==> src/afbcrc_pkg.sv <==
// ----------------------------------------------------------------------------
// afbcrc_pkg
// Shared types, constants and the CRC-8 step for the addressed frame builder.
// ----------------------------------------------------------------------------
package afbcrc_pkg;

    // Frame constants
    localparam logic [15:0] MAX_PAYLOAD = 16'd255;
    localparam logic [15:0] INNER_EXTRA = 16'd5;   // timestamp + type
    localparam logic [7:0]  SOF_BYTE0   = 8'hAA;
    localparam logic [7:0]  SOF_BYTE1   = 8'h55;
    localparam logic [7:0]  EOF_BYTE0   = 8'h55;
    localparam logic [7:0]  EOF_BYTE1   = 8'hAA;
    localparam logic [7:0]  CRC_POLY    = 8'h07;
    localparam logic [7:0]  CRC_INIT    = 8'h00;

    // Stream widths
    localparam int S_TDATA_W = 80;
    localparam int M_TDATA_W = 8;

    // Command queue
    localparam int QUEUE_DEPTH = 4;
    localparam int QPTR_W      = $clog2(QUEUE_DEPTH);
    localparam int QCNT_W      = $clog2(QUEUE_DEPTH + 1);

    // One command per accepted item: which byte groups to send and the data.
    typedef struct packed {
        logic        hdr;          // send 12-byte header
        logic        pay;          // send the payload byte
        logic        trl;          // send CRC and end marker
        logic [7:0]  payload_byte;
        logic [15:0] inner_len;
        logic [31:0] timestamp;
        logic [7:0]  frame_type;
        logic [15:0] dest_addr;
        logic [7:0]  dest_channel;
    } cmd_t;

    // Output byte sequence of one frame
    typedef enum logic [3:0] {
        ST_ADDR_HI,
        ST_ADDR_LO,
        ST_CHAN,
        ST_SOF0,
        ST_SOF1,
        ST_LEN_HI,
        ST_LEN_LO,
        ST_TS3,
        ST_TS2,
        ST_TS1,
        ST_TS0,
        ST_TYPE,
        ST_PAY,
        ST_CRC,
        ST_EOF0,
        ST_EOF1
    } step_t;

    // CRC-8, MSB first, one byte
    function automatic logic [7:0] crc8_update(input logic [7:0] crc, input logic [7:0] b);
        logic [7:0] c;
        c = crc ^ b;
        for (int k = 0; k < 8; k++) begin
            if (c[7]) begin
                c = {c[6:0], 1'b0} ^ CRC_POLY;
            end else begin
                c = {c[6:0], 1'b0};
            end
        end
        return c;
    endfunction

endpackage

==> src/addressed_frame_builder_crc8.sv <==
// ----------------------------------------------------------------------------
// addressed_frame_builder_crc8
// Builds addressed, length-prefixed frames with a CRC-8 trailer.
// ----------------------------------------------------------------------------
// Usage:
//   Input stream (s_*): one payload byte per item. s_tuser marks the first
//   item of a frame, s_tlast the last; header fields are taken from the first
//   item only. A frame with zero payload is one first item whose byte is
//   ignored. Items outside an open frame are dropped.
//   Output stream (m_*): one frame byte per item, m_tlast on the final AA of
//   the end marker. Frame = addr hi, addr lo, channel, AA 55, inner length
//   (2 bytes, big endian), timestamp (4 bytes, big endian), type, payload,
//   CRC-8, 55 AA.
//   Timing: the front side registers items into a 4-deep command queue; the
//   back side sends one output byte per cycle from it while not stalled. An
//   accepted item is registered into the queue, then its first byte into the
//   output register. Payload items run at one per cycle when not stalled; a
//   first item yields 12 bytes (13 with its payload byte, plus 3 more for a
//   trailer), a last item 4. Input ready drops only when the queue is full.
//   Stall: when m_tready is low the output register holds its byte, the back
//   side waits, and the queue absorbs up to 4 more items.
//   Reset: aresetn (synchronous, active low) empties the queue, closes any
//   open frame and clears the CRC.
// ----------------------------------------------------------------------------
module addressed_frame_builder_crc8 (
    input  logic                              aclk,
    input  logic                              aresetn,
    // input stream
    input  logic                              s_tvalid,
    output logic                              s_tready,
    // payload_byte[7:0], payload_len[15:8], timestamp[47:16],
    // frame_type[55:48], dest_addr[71:56], dest_channel[79:72]
    input  logic [afbcrc_pkg::S_TDATA_W-1:0]  s_tdata,
    input  logic                              s_tlast,   // last_item
    input  logic                              s_tuser,   // first_item
    // output stream
    output logic                              m_tvalid,
    input  logic                              m_tready,
    output logic [afbcrc_pkg::M_TDATA_W-1:0]  m_tdata,   // out_byte[7:0]
    output logic                              m_tlast    // frame_end
);

    logic              q_full;
    logic              q_push;
    afbcrc_pkg::cmd_t  q_push_cmd;
    logic              q_pop;
    logic              q_head_valid;
    afbcrc_pkg::cmd_t  q_head_cmd;

    // Front: accept and classify items
    afbcrc_front u_front (
        .aclk     (aclk),
        .aresetn  (aresetn),
        .s_tvalid (s_tvalid),
        .s_tready (s_tready),
        .s_tdata  (s_tdata),
        .s_tlast  (s_tlast),
        .s_tuser  (s_tuser),
        .q_full   (q_full),
        .q_push   (q_push),
        .q_cmd    (q_push_cmd)
    );

    // Command queue decouples the two sides
    afbcrc_queue u_queue (
        .aclk       (aclk),
        .aresetn    (aresetn),
        .push       (q_push),
        .push_cmd   (q_push_cmd),
        .full       (q_full),
        .pop        (q_pop),
        .head_valid (q_head_valid),
        .head_cmd   (q_head_cmd)
    );

    // Back: byte sequencer, CRC and output register
    afbcrc_back u_back (
        .aclk     (aclk),
        .aresetn  (aresetn),
        .q_valid  (q_head_valid),
        .q_cmd    (q_head_cmd),
        .q_pop    (q_pop),
        .m_tvalid (m_tvalid),
        .m_tready (m_tready),
        .m_tdata  (m_tdata),
        .m_tlast  (m_tlast)
    );

endmodule

==> src/afbcrc_front.sv <==
// ----------------------------------------------------------------------------
// afbcrc_front
// Input side: accepts items, tracks frame state, builds queue commands.
// ----------------------------------------------------------------------------
module afbcrc_front (
    input  logic                              aclk,
    input  logic                              aresetn,
    input  logic                              s_tvalid,
    output logic                              s_tready,
    input  logic [afbcrc_pkg::S_TDATA_W-1:0]  s_tdata,
    input  logic                              s_tlast,
    input  logic                              s_tuser,
    input  logic                              q_full,
    output logic                              q_push,
    output afbcrc_pkg::cmd_t                  q_cmd
);

    logic        in_frame_reg, in_frame_next;
    logic [7:0]  plen;
    logic [15:0] len_sat;
    logic        accept;

    assign s_tready = !q_full;
    assign accept   = s_tvalid && s_tready;
    assign plen     = s_tdata[15:8];

    always_comb begin
        len_sat = ({8'd0, plen} > afbcrc_pkg::MAX_PAYLOAD) ? afbcrc_pkg::MAX_PAYLOAD
                                                            : {8'd0, plen};

        q_cmd.payload_byte = s_tdata[7:0];
        q_cmd.inner_len    = len_sat + afbcrc_pkg::INNER_EXTRA;
        q_cmd.timestamp    = s_tdata[47:16];
        q_cmd.frame_type   = s_tdata[55:48];
        q_cmd.dest_addr    = s_tdata[71:56];
        q_cmd.dest_channel = s_tdata[79:72];

        // Classify the item
        if (s_tuser) begin
            q_cmd.hdr = 1'b1;
            q_cmd.pay = (plen != 8'd0);
            q_cmd.trl = (plen == 8'd0) || s_tlast;
        end else begin
            q_cmd.hdr = 1'b0;
            q_cmd.pay = 1'b1;
            q_cmd.trl = s_tlast;
        end

        // items outside a frame are dropped
        q_push        = accept && (s_tuser || in_frame_reg);
        in_frame_next = q_push ? !q_cmd.trl : in_frame_reg;
    end

    always_ff @(posedge aclk) begin
        if (!aresetn) begin
            in_frame_reg <= 1'b0;
        end else begin
            in_frame_reg <= in_frame_next;
        end
    end

endmodule

==> src/afbcrc_queue.sv <==
// ----------------------------------------------------------------------------
// afbcrc_queue
// Small command FIFO between front and back.
// ----------------------------------------------------------------------------
module afbcrc_queue (
    input  logic              aclk,
    input  logic              aresetn,
    input  logic              push,
    input  afbcrc_pkg::cmd_t  push_cmd,
    output logic              full,
    input  logic              pop,
    output logic              head_valid,
    output afbcrc_pkg::cmd_t  head_cmd
);

    afbcrc_pkg::cmd_t                   entry_reg [afbcrc_pkg::QUEUE_DEPTH];
    logic [afbcrc_pkg::QPTR_W-1:0]      wr_ptr_reg, wr_ptr_next;
    logic [afbcrc_pkg::QPTR_W-1:0]      rd_ptr_reg, rd_ptr_next;
    logic [afbcrc_pkg::QCNT_W-1:0]      count_reg, count_next;

    assign full       = (count_reg == afbcrc_pkg::QCNT_W'(afbcrc_pkg::QUEUE_DEPTH));
    assign head_valid = (count_reg != '0);
    assign head_cmd   = entry_reg[rd_ptr_reg];

    always_comb begin
        wr_ptr_next = push ? wr_ptr_reg + 1'b1 : wr_ptr_reg;
        rd_ptr_next = pop  ? rd_ptr_reg + 1'b1 : rd_ptr_reg;
        count_next  = count_reg;
        if (push && !pop) begin
            count_next = count_reg + 1'b1;
        end else if (pop && !push) begin
            count_next = count_reg - 1'b1;
        end
    end

    always_ff @(posedge aclk) begin
        if (!aresetn) begin
            wr_ptr_reg <= '0;
            rd_ptr_reg <= '0;
            count_reg  <= '0;
        end else begin
            wr_ptr_reg <= wr_ptr_next;
            rd_ptr_reg <= rd_ptr_next;
            count_reg  <= count_next;
        end
    end

    always_ff @(posedge aclk) begin
        if (push) begin
            entry_reg[wr_ptr_reg] <= push_cmd;
        end
    end

endmodule

==> src/afbcrc_back.sv <==
// ----------------------------------------------------------------------------
// afbcrc_back
// Output side: walks each command's bytes, runs the CRC, drives the output.
// ----------------------------------------------------------------------------
module afbcrc_back (
    input  logic                              aclk,
    input  logic                              aresetn,
    input  logic                              q_valid,
    input  afbcrc_pkg::cmd_t                  q_cmd,
    output logic                              q_pop,
    output logic                              m_tvalid,
    input  logic                              m_tready,
    output logic [afbcrc_pkg::M_TDATA_W-1:0]  m_tdata,
    output logic                              m_tlast
);

    logic                busy_reg, busy_next;
    afbcrc_pkg::step_t   step_reg, step_next;
    logic [7:0]          crc_reg, crc_next;
    logic                m_tvalid_reg, m_tvalid_next;
    logic [7:0]          m_tdata_reg, m_tdata_next;
    logic                m_tlast_reg, m_tlast_next;

    afbcrc_pkg::step_t   cur_step;
    afbcrc_pkg::step_t   after_step;
    logic [7:0]          cur_byte;
    logic [7:0]          crc_base;
    logic                fire;
    logic                done;

    assign m_tvalid = m_tvalid_reg;
    assign m_tdata  = m_tdata_reg;
    assign m_tlast  = m_tlast_reg;

    always_comb begin
        // where the current command starts
        if (busy_reg) begin
            cur_step = step_reg;
        end else if (q_cmd.hdr) begin
            cur_step = afbcrc_pkg::ST_ADDR_HI;
        end else if (q_cmd.pay) begin
            cur_step = afbcrc_pkg::ST_PAY;
        end else begin
            cur_step = afbcrc_pkg::ST_CRC;
        end

        crc_base = (cur_step == afbcrc_pkg::ST_ADDR_HI) ? afbcrc_pkg::CRC_INIT : crc_reg;

        done       = 1'b0;
        after_step = afbcrc_pkg::step_t'(cur_step + 4'd1);
        case (cur_step)
            afbcrc_pkg::ST_ADDR_HI: cur_byte = q_cmd.dest_addr[15:8];
            afbcrc_pkg::ST_ADDR_LO: cur_byte = q_cmd.dest_addr[7:0];
            afbcrc_pkg::ST_CHAN:    cur_byte = q_cmd.dest_channel;
            afbcrc_pkg::ST_SOF0:    cur_byte = afbcrc_pkg::SOF_BYTE0;
            afbcrc_pkg::ST_SOF1:    cur_byte = afbcrc_pkg::SOF_BYTE1;
            afbcrc_pkg::ST_LEN_HI:  cur_byte = q_cmd.inner_len[15:8];
            afbcrc_pkg::ST_LEN_LO:  cur_byte = q_cmd.inner_len[7:0];
            afbcrc_pkg::ST_TS3:     cur_byte = q_cmd.timestamp[31:24];
            afbcrc_pkg::ST_TS2:     cur_byte = q_cmd.timestamp[23:16];
            afbcrc_pkg::ST_TS1:     cur_byte = q_cmd.timestamp[15:8];
            afbcrc_pkg::ST_TS0:     cur_byte = q_cmd.timestamp[7:0];
            afbcrc_pkg::ST_TYPE: begin
                cur_byte   = q_cmd.frame_type;
                after_step = q_cmd.pay ? afbcrc_pkg::ST_PAY : afbcrc_pkg::ST_CRC;
            end
            afbcrc_pkg::ST_PAY: begin
                cur_byte = q_cmd.payload_byte;
                done     = !q_cmd.trl;
            end
            afbcrc_pkg::ST_CRC:     cur_byte = crc_reg;
            afbcrc_pkg::ST_EOF0:    cur_byte = afbcrc_pkg::EOF_BYTE0;
            afbcrc_pkg::ST_EOF1: begin
                cur_byte = afbcrc_pkg::EOF_BYTE1;
                done     = 1'b1;
            end
            default:                cur_byte = 8'h00;
        endcase

        // one byte per cycle whenever a command is queued and the output register is free
        fire  = q_valid && (!m_tvalid_reg || m_tready);
        q_pop = fire && done;

        busy_next     = busy_reg;
        step_next     = step_reg;
        crc_next      = crc_reg;
        m_tvalid_next = m_tvalid_reg;
        m_tdata_next  = m_tdata_reg;
        m_tlast_next  = m_tlast_reg;

        if (fire) begin
            busy_next     = !done;
            step_next     = after_step;
            m_tvalid_next = 1'b1;
            m_tdata_next  = cur_byte;
            m_tlast_next  = (cur_step == afbcrc_pkg::ST_EOF1);
            if (cur_step inside {[afbcrc_pkg::ST_TS3:afbcrc_pkg::ST_PAY]}) begin
                crc_next = afbcrc_pkg::crc8_update(crc_base, cur_byte);
            end else if (cur_step == afbcrc_pkg::ST_ADDR_HI) begin
                crc_next = afbcrc_pkg::CRC_INIT;
            end
        end else if (m_tready) begin
            m_tvalid_next = 1'b0;
        end
    end

    always_ff @(posedge aclk) begin
        if (!aresetn) begin
            busy_reg     <= 1'b0;
            step_reg     <= afbcrc_pkg::ST_ADDR_HI;
            crc_reg      <= afbcrc_pkg::CRC_INIT;
            m_tvalid_reg <= 1'b0;
        end else begin
            busy_reg     <= busy_next;
            step_reg     <= step_next;
            crc_reg      <= crc_next;
            m_tvalid_reg <= m_tvalid_next;
        end
    end

    always_ff @(posedge aclk) begin
        m_tdata_reg <= m_tdata_next;
        m_tlast_reg <= m_tlast_next;
    end

endmodule

==> config.mk <==
export PLATFORM = sky130hd
export DESIGN_NAME = addressed_frame_builder_crc8
export DESIGN_NICKNAME = d
export VERILOG_FILES = /design/src/afbcrc_pkg.sv /design/src/addressed_frame_builder_crc8.sv /design/src/afbcrc_front.sv /design/src/afbcrc_queue.sv /design/src/afbcrc_back.sv
export SDC_FILE = /design/constraint.sdc
export NUM_CORES = 1
export LEC_CHECK = 0
export BUFFER_PORTS_ARGS = -buffer_cell sky130_fd_sc_hd__clkbuf_2
export CORE_MARGIN = 10
export CORE_UTILIZATION = 50
export DETAILED_ROUTE_END_ITERATION = 8
export PLACE_DENSITY = 0.68
export SLEW_MARGIN = 20
export SYNTH_ARGS = -nofsm -noshare
export SYNTH_HDL_FRONTEND = slang
export SYNTH_SLANG_ARGS = --single-unit
export TNS_END_PERCENT = 5
==> constraint.sdc <==
create_clock -name aclk -period 5.13 [get_ports aclk]
set_input_delay 0.513 -clock aclk [delete_from_list [all_inputs] [get_ports aclk]]
set_output_delay 0.513 -clock aclk [all_outputs]
set_load 0.02 [all_outputs]
After elaboration in Yosys (flattened, before gate mapping) --
Memory sizes are Yosys's and may differ from the RTL's. A register that Yosys moved wholly into a read port is not among the register bits. Cells that the tools add are included.
Word-level totals: register bits 31, bits in latches 0, RAM bits 336, bits in read-only memories 0, input bits 86, output and inout bits 11, logic and storage cells 108, memories 1
Memory list:
- u_queue.entry_reg | depth 4, width 84, rd ports 1, clocked after Yosys merged registers in 1, write ports 1, line afbcrc_queue.sv:16 | afbcrc_pkg::cmd_t entry_reg [afbcrc_pkg::QUEUE_DEPTH];
Operators by class: $add $sub $neg 6, $mul 0, div/mod/pow operators 0, order comparisons 2, equal/unequal tests 16, shift-type cells 0, muxes and demuxes 39, bitwise logic cells 9, reductions and logical operators 25
Operator list (number):
- 8-bit 2-to-1 mux | 16
- 8-bit case mux with 14 select lines | 1
- 3-bit 2-to-1 mux | 11
- 4-bit == test, second input constant | 8
- 3-bit NOT | 8
- 4-bit by 3-bit == test with 1-bit output, second input constant | 4
- 4-bit 2-to-1 mux | 3
- 8-bit by 3-bit adder with 9-bit output, second input constant | 1
- 4-bit by 2-bit == test with 1-bit output, second input constant | 2
- 8-bit zero test | 1
- 8-bit nonzero test | 1
- 8-bit bitwise XOR | 1
- 1-bit logical AND | 7
- 1-bit zero test | 7
- 1-bit 2-to-1 mux | 5
- 2-bit by 1-bit adder with 2-bit output, second input constant | 2
- 4-bit by 1-bit adder with 4-bit output, second input constant | 1
- 4-bit by 1-bit == test with 1-bit output, second input constant | 1
- 4-bit by 3-bit greater-or-equal comparator with 1-bit output, second input constant | 1
- 4-bit less-or-equal comparator, second input constant | 1
- 4-bit zero test | 1
- 2-bit 2-to-1 mux | 2
- 2-bit nonzero test | 2
- 2-bit OR reduction | 2
- 6 further kinds | 8

Longest topological paths before layout --
depth in word-level cells 38, mapped depth 18, gate-level depth less buffers 13

Modules after synthesis --
Synthesis repeated with hierarchy kept, for this count alone.
Second synthesis, totals: cells, all modules 915, area, all modules 16834.9 um^2
Modules (own cells, without submodules):
- afbcrc_queue | instances 1, cells an instance 518, area an instance 13666.9 um^2, seq. area each 11110.7 um^2
- afbcrc_back | instances 1, cells an instance 285, area an instance 2352.3 um^2, seq. area each 550.5 um^2
- afbcrc_front | instances 1, cells an instance 112, area an instance 815.8 um^2, seq. area each 20.0 um^2

Least setup slack after synthesis --
OpenSTA, ideal clock, no wires.
path kind reg2reg, start register (tool-made name), end register u_back.crc_reg[1], library setup time 117 ps, arrival 4618 ps, data required time 5013 ps, slack 395 ps, stages on the path, launching flop included 18, path buffers 4, period minus slack after synthesis 4735 ps, cell sequence dfxtp_1 -> buf_6 -> buf_4 -> buf_2 -> buf_2 -> mux4_2 -> o31ai_1 -> inv_1 -> ha_1 -> or3_1 -> a41oi_1 -> o311ai_1 -> or2_1 -> o22a_1 -> xnor2_1 -> xnor2_1 -> xor2_1 -> a22o_1
RTL lines:
- end signal, assigned | line afbcrc_back.sv:111 | crc_reg <= afbcrc_pkg::CRC_INIT;
- end signal, assigned | line afbcrc_back.sv:116 | crc_reg <= crc_next;
- end, declared | line afbcrc_back.sv:19 | logic [7:0] crc_reg, crc_next;

==> impl_metrics.tcl <==
set metrics [dict create \
    synth.distinct_cells 60 \
    ant_nets 0 \
    avgSynthCellArea_um2 19.0 \
    clk_latency_ns 0.52 \
    dieWidth_um 193 \
    r2r_slack_ns 0.47 \
    crit_path_max_incr_delay_ns 0.68 \
    clkTransAtPathRegs_ns 0.06 \
    critPathMaxFanout 16 \
    gp_routability_congestion 0.852 \
    numClockSinks 369 \
    multi_input_area_um2 3830 \
    die_y_um 193 \
    worstSetupPathType "reg -> reg" \
    top_layer "met5" \
    synthCells 788 \
    ir_drop_v 0.000357 \
    rsz0062_at_grt "false" \
    grt_first_pass_wirelength_um 47400 \
    post-route-period-util 0.909 \
    drc_errors 0 \
    reg2reg_depth 13 \
    combPwrFrac 0.272 \
    cts-root-buf "clkbuf_16" \
    pin_count 97 \
    finalCriticalPeriod_ns 4.66 \
    synth_seq_cells 369 \
    grt_pass1_vias 7773 \
    wirelength_um 30800 \
    leakagePower_nw 5.62 \
    grt_overflow_total 0 \
    cp.required_ns 5.53 \
    arrival_ns 5.07 \
    vias 7545 \
    worst_pin_slew_ns 0.971 \
    numCtsBuffers 37 \
    dr.pass1.iters 5 \
    hold_path.class "in -> reg" \
    ys_seq_area_frac 0.726 \
    cts_tree "done" \
    critPathCaptureType "flop" \
    cp_top_family "compound AO/OA/AOI/OAI gates" \
    slew_violations 0 \
    cts-resized-gates 0 \
    cts_htree_levels 2 \
    hpwl_um 20000 \
    worstPathCellList "mux4_2 -> o31ai_1 -> inv_1 -> ha_1 -> or3_1 -> a41oi_1 -> o311ai_1 -> or2_1 -> o22a_1 -> xnor2_1 -> xnor2_1 -> xor2_1 -> a22o_1" \
    crit_slowest_cell "mux4_2" \
    antenna_found_initial 4 \
    met1Wirelength_um 13200 \
    first_iter_violations 584 \
    dr_wl_met3_um 2110 \
    start_kind "flop" \
    grtUsageTotal 0.168 \
    dr_wl_met2_um 14900 \
    placement.io_buffers 96 \
    drive_above_1_share 0.287 \
    grt_max_degree 65 \
    ctsLongestPathBuffers 3 \
    synth_ff_type "edfxtp_1" \
    r2r-end "u_back.crc_reg[1]$_SDFFE_PN0P_" \
    cp_num_buf_inv 1 \
    area_delta_synth_final_pct 13.9 \
    fin_nets 993 \
    num_rows 63 \
    synth_fp_nets 887 \
    syn_area_um2 14900 \
    setup_tns_ns 0 \
    diodes 0 \
    routedWlPerCell_um 23.4 \
    seqCellArea_um2 10800 \
    core_um2 29600 \
    power_frac_seq 0.432 \
    worst-path-stages 13 \
    post-route-util 0.575 \
    p_per_area_nw_per_um2 518 \
    largest_reg_flops 336 \
    fmax_mhz 214 \
    p_int_mw 6.20 \
    path_common_cell "xnor2_1" \
    p_clk_frac 0.296 \
    cp-endpoint "u_back.crc_reg[1]$_SDFFE_PN0P_" \
    setup_viol 0 \
    cap_violations 0 \
    synth_edf_count 345 \
    hold_violations 0 \
    p_total_mw 8.81 \
    p_sw_frac 0.296 \
    power.switching_mw 2.61 \
    yosysWarnings 0 \
    cts_hold_buf 0 \
    status "completed" \
    fillers 2209 \
    fin_skew_ns 0.0238 \
    start_util 0.505 \
    relSlewSlack 0.352 \
    viasPerCell 5.75 \
    die_area_um2 37200 \
    ys_async_sr_fraction 0 \
    cts_setup_buffers 0 \
]
==> cell families (layout without fill, tap and decap cells) <==
group           count (synthesis)  in the layout  synth area share
flops                         369            369             0.726
simple gates                  112            112            0.0399
compound gates                101            101            0.0519
mux                            92             92             0.129
buf+inv                        61            195            0.0182
xor+xnor                       40             40            0.0235
fa+ha+maj                      13             13            0.0114
==> worst register-to-register path, stage by stage (launching register included) <==
cell and delay (ns):
dfxtp_4 0.49, mux4_2 0.69, o31ai_1 0.45, inv_1 0.15, ha_1 0.43, or3_1 0.39
a41oi_1 0.20, o311ai_1 0.18, or2_1 0.29, o22a_1 0.25, xnor2_1 0.42, xnor2_1 0.24
xor2_1 0.19, a22o_1 0.22
==> power groups by stage <==
stage                     clock network, mW  logic (mW)  registers [mW]
after global placement                    0        2.39            3.86
after detailed placement                  0        2.41            3.86
after CTS                              2.67        2.42            3.80
final                                  2.61        2.39            3.80
after floorplan                           0        1.87            3.82
after global routing                   2.80        2.60            3.84
==> metal layers <==
metal	vias to the layer above	GRT usage
met4	8	0.0411
met5	-	0
met3	45	0.0419
li1	3427	-
met1	3821	0.230
met2	244	0.266
==> worst min path at each step <==
stage                                     from                                 end  slack (ns)  cells past startpoint
5_1_grt                            s_tdata[30]  u_queue.entry_reg[3][46]$_DFFE_PP_        0.20                      1
4_1_cts                            s_tdata[30]  u_queue.entry_reg[0][46]$_DFFE_PP_        0.19                      1
3_3_place_gp      u_back.m_tvalid$_SDFFE_PN0P_        u_back.m_tvalid$_SDFFE_PN0P_        0.47                      2
3_5_place_dp      u_back.m_tvalid$_SDFFE_PN0P_        u_back.m_tvalid$_SDFFE_PN0P_        0.48                      2
6_report                           s_tdata[66]  u_queue.entry_reg[1][18]$_DFFE_PP_        0.21                      1
2_1_floorplan  u_back.step_reg[1]$_SDFFE_PN0P_     u_back.step_reg[1]$_SDFFE_PN0P_        0.46                      2
==> cell type report <==
cell class                      count  area share
Clock inverter                     24      0.0124
Inverter                           19     0.00419
Multi-Input combinational cell    358       0.225
Tap cell                          390      0.0287
Sequential cell                   369       0.638
Timing Repair Buffer              109      0.0340
Clock buffer                       43      0.0576
==> through the flow <==
stage	hold slack, ns	cell area [um2]	instances	setup slack [ns]
after floorplan	0.457	14900	788	0.395
after global placement	0.470	15800	1245	0.487
after detailed placement	0.479	15800	1245	0.438
after CTS	0.194	17000	1312	0.424
after global routing	0.202	17000	1312	0.0937
final	0.212	17000	1312	0.466
==> synthesized netlist by cell type (3+ instances only) <==
cell type	n	area, um2
edfxtp_1	345	10400
mux4_2	80	1800
nand2_1	35	131
clkbuf_1	24	90.1
dfxtp_1	24	480
xnor2_1	24	210
inv_1	19	71.3
a22oi_1	17	128
xor2_1	16	140
a21oi_1	15	75.1
nor2_1	13	48.8
a22o_1	12	105
ha_1	12	150
nand3_1	12	60.1
o21ai_0	10	50.1
and2_1	9	56.3
nand4_1	9	56.3
buf_2	7	35.0
mux2i_1	7	70.1
and4b_1	6	60.1
nand2b_1	6	37.5
buf_1	5	18.8
nor2b_1	5	31.3
nor3_1	5	25.0
o21a_1	5	37.5
a211oi_1	4	30.0
a211oi_2	4	50.1
a32oi_1	4	35.0
and3_1	4	25.0
mux2_2	4	45.0
a21boi_0	3	22.5
buf_4	3	22.5
buf_6	3	33.8
nor4b_1	3	26.3
o31ai_1	3	22.5
==> placed cells by master (no fill, tap or decap), types with 15 or more instances in the layout <==
master / n
nand2_1: 35
mux4_2: 80
clkbuf_16: 38
edfxtp_1: 345
a21oi_1: 15
xnor2_1: 24
dfxtp_1: 22
a22oi_1: 17
clkbuf_2: 96
inv_1: 19
xor2_1: 16
Note: power is estimated with default switching activity, not from simulation.
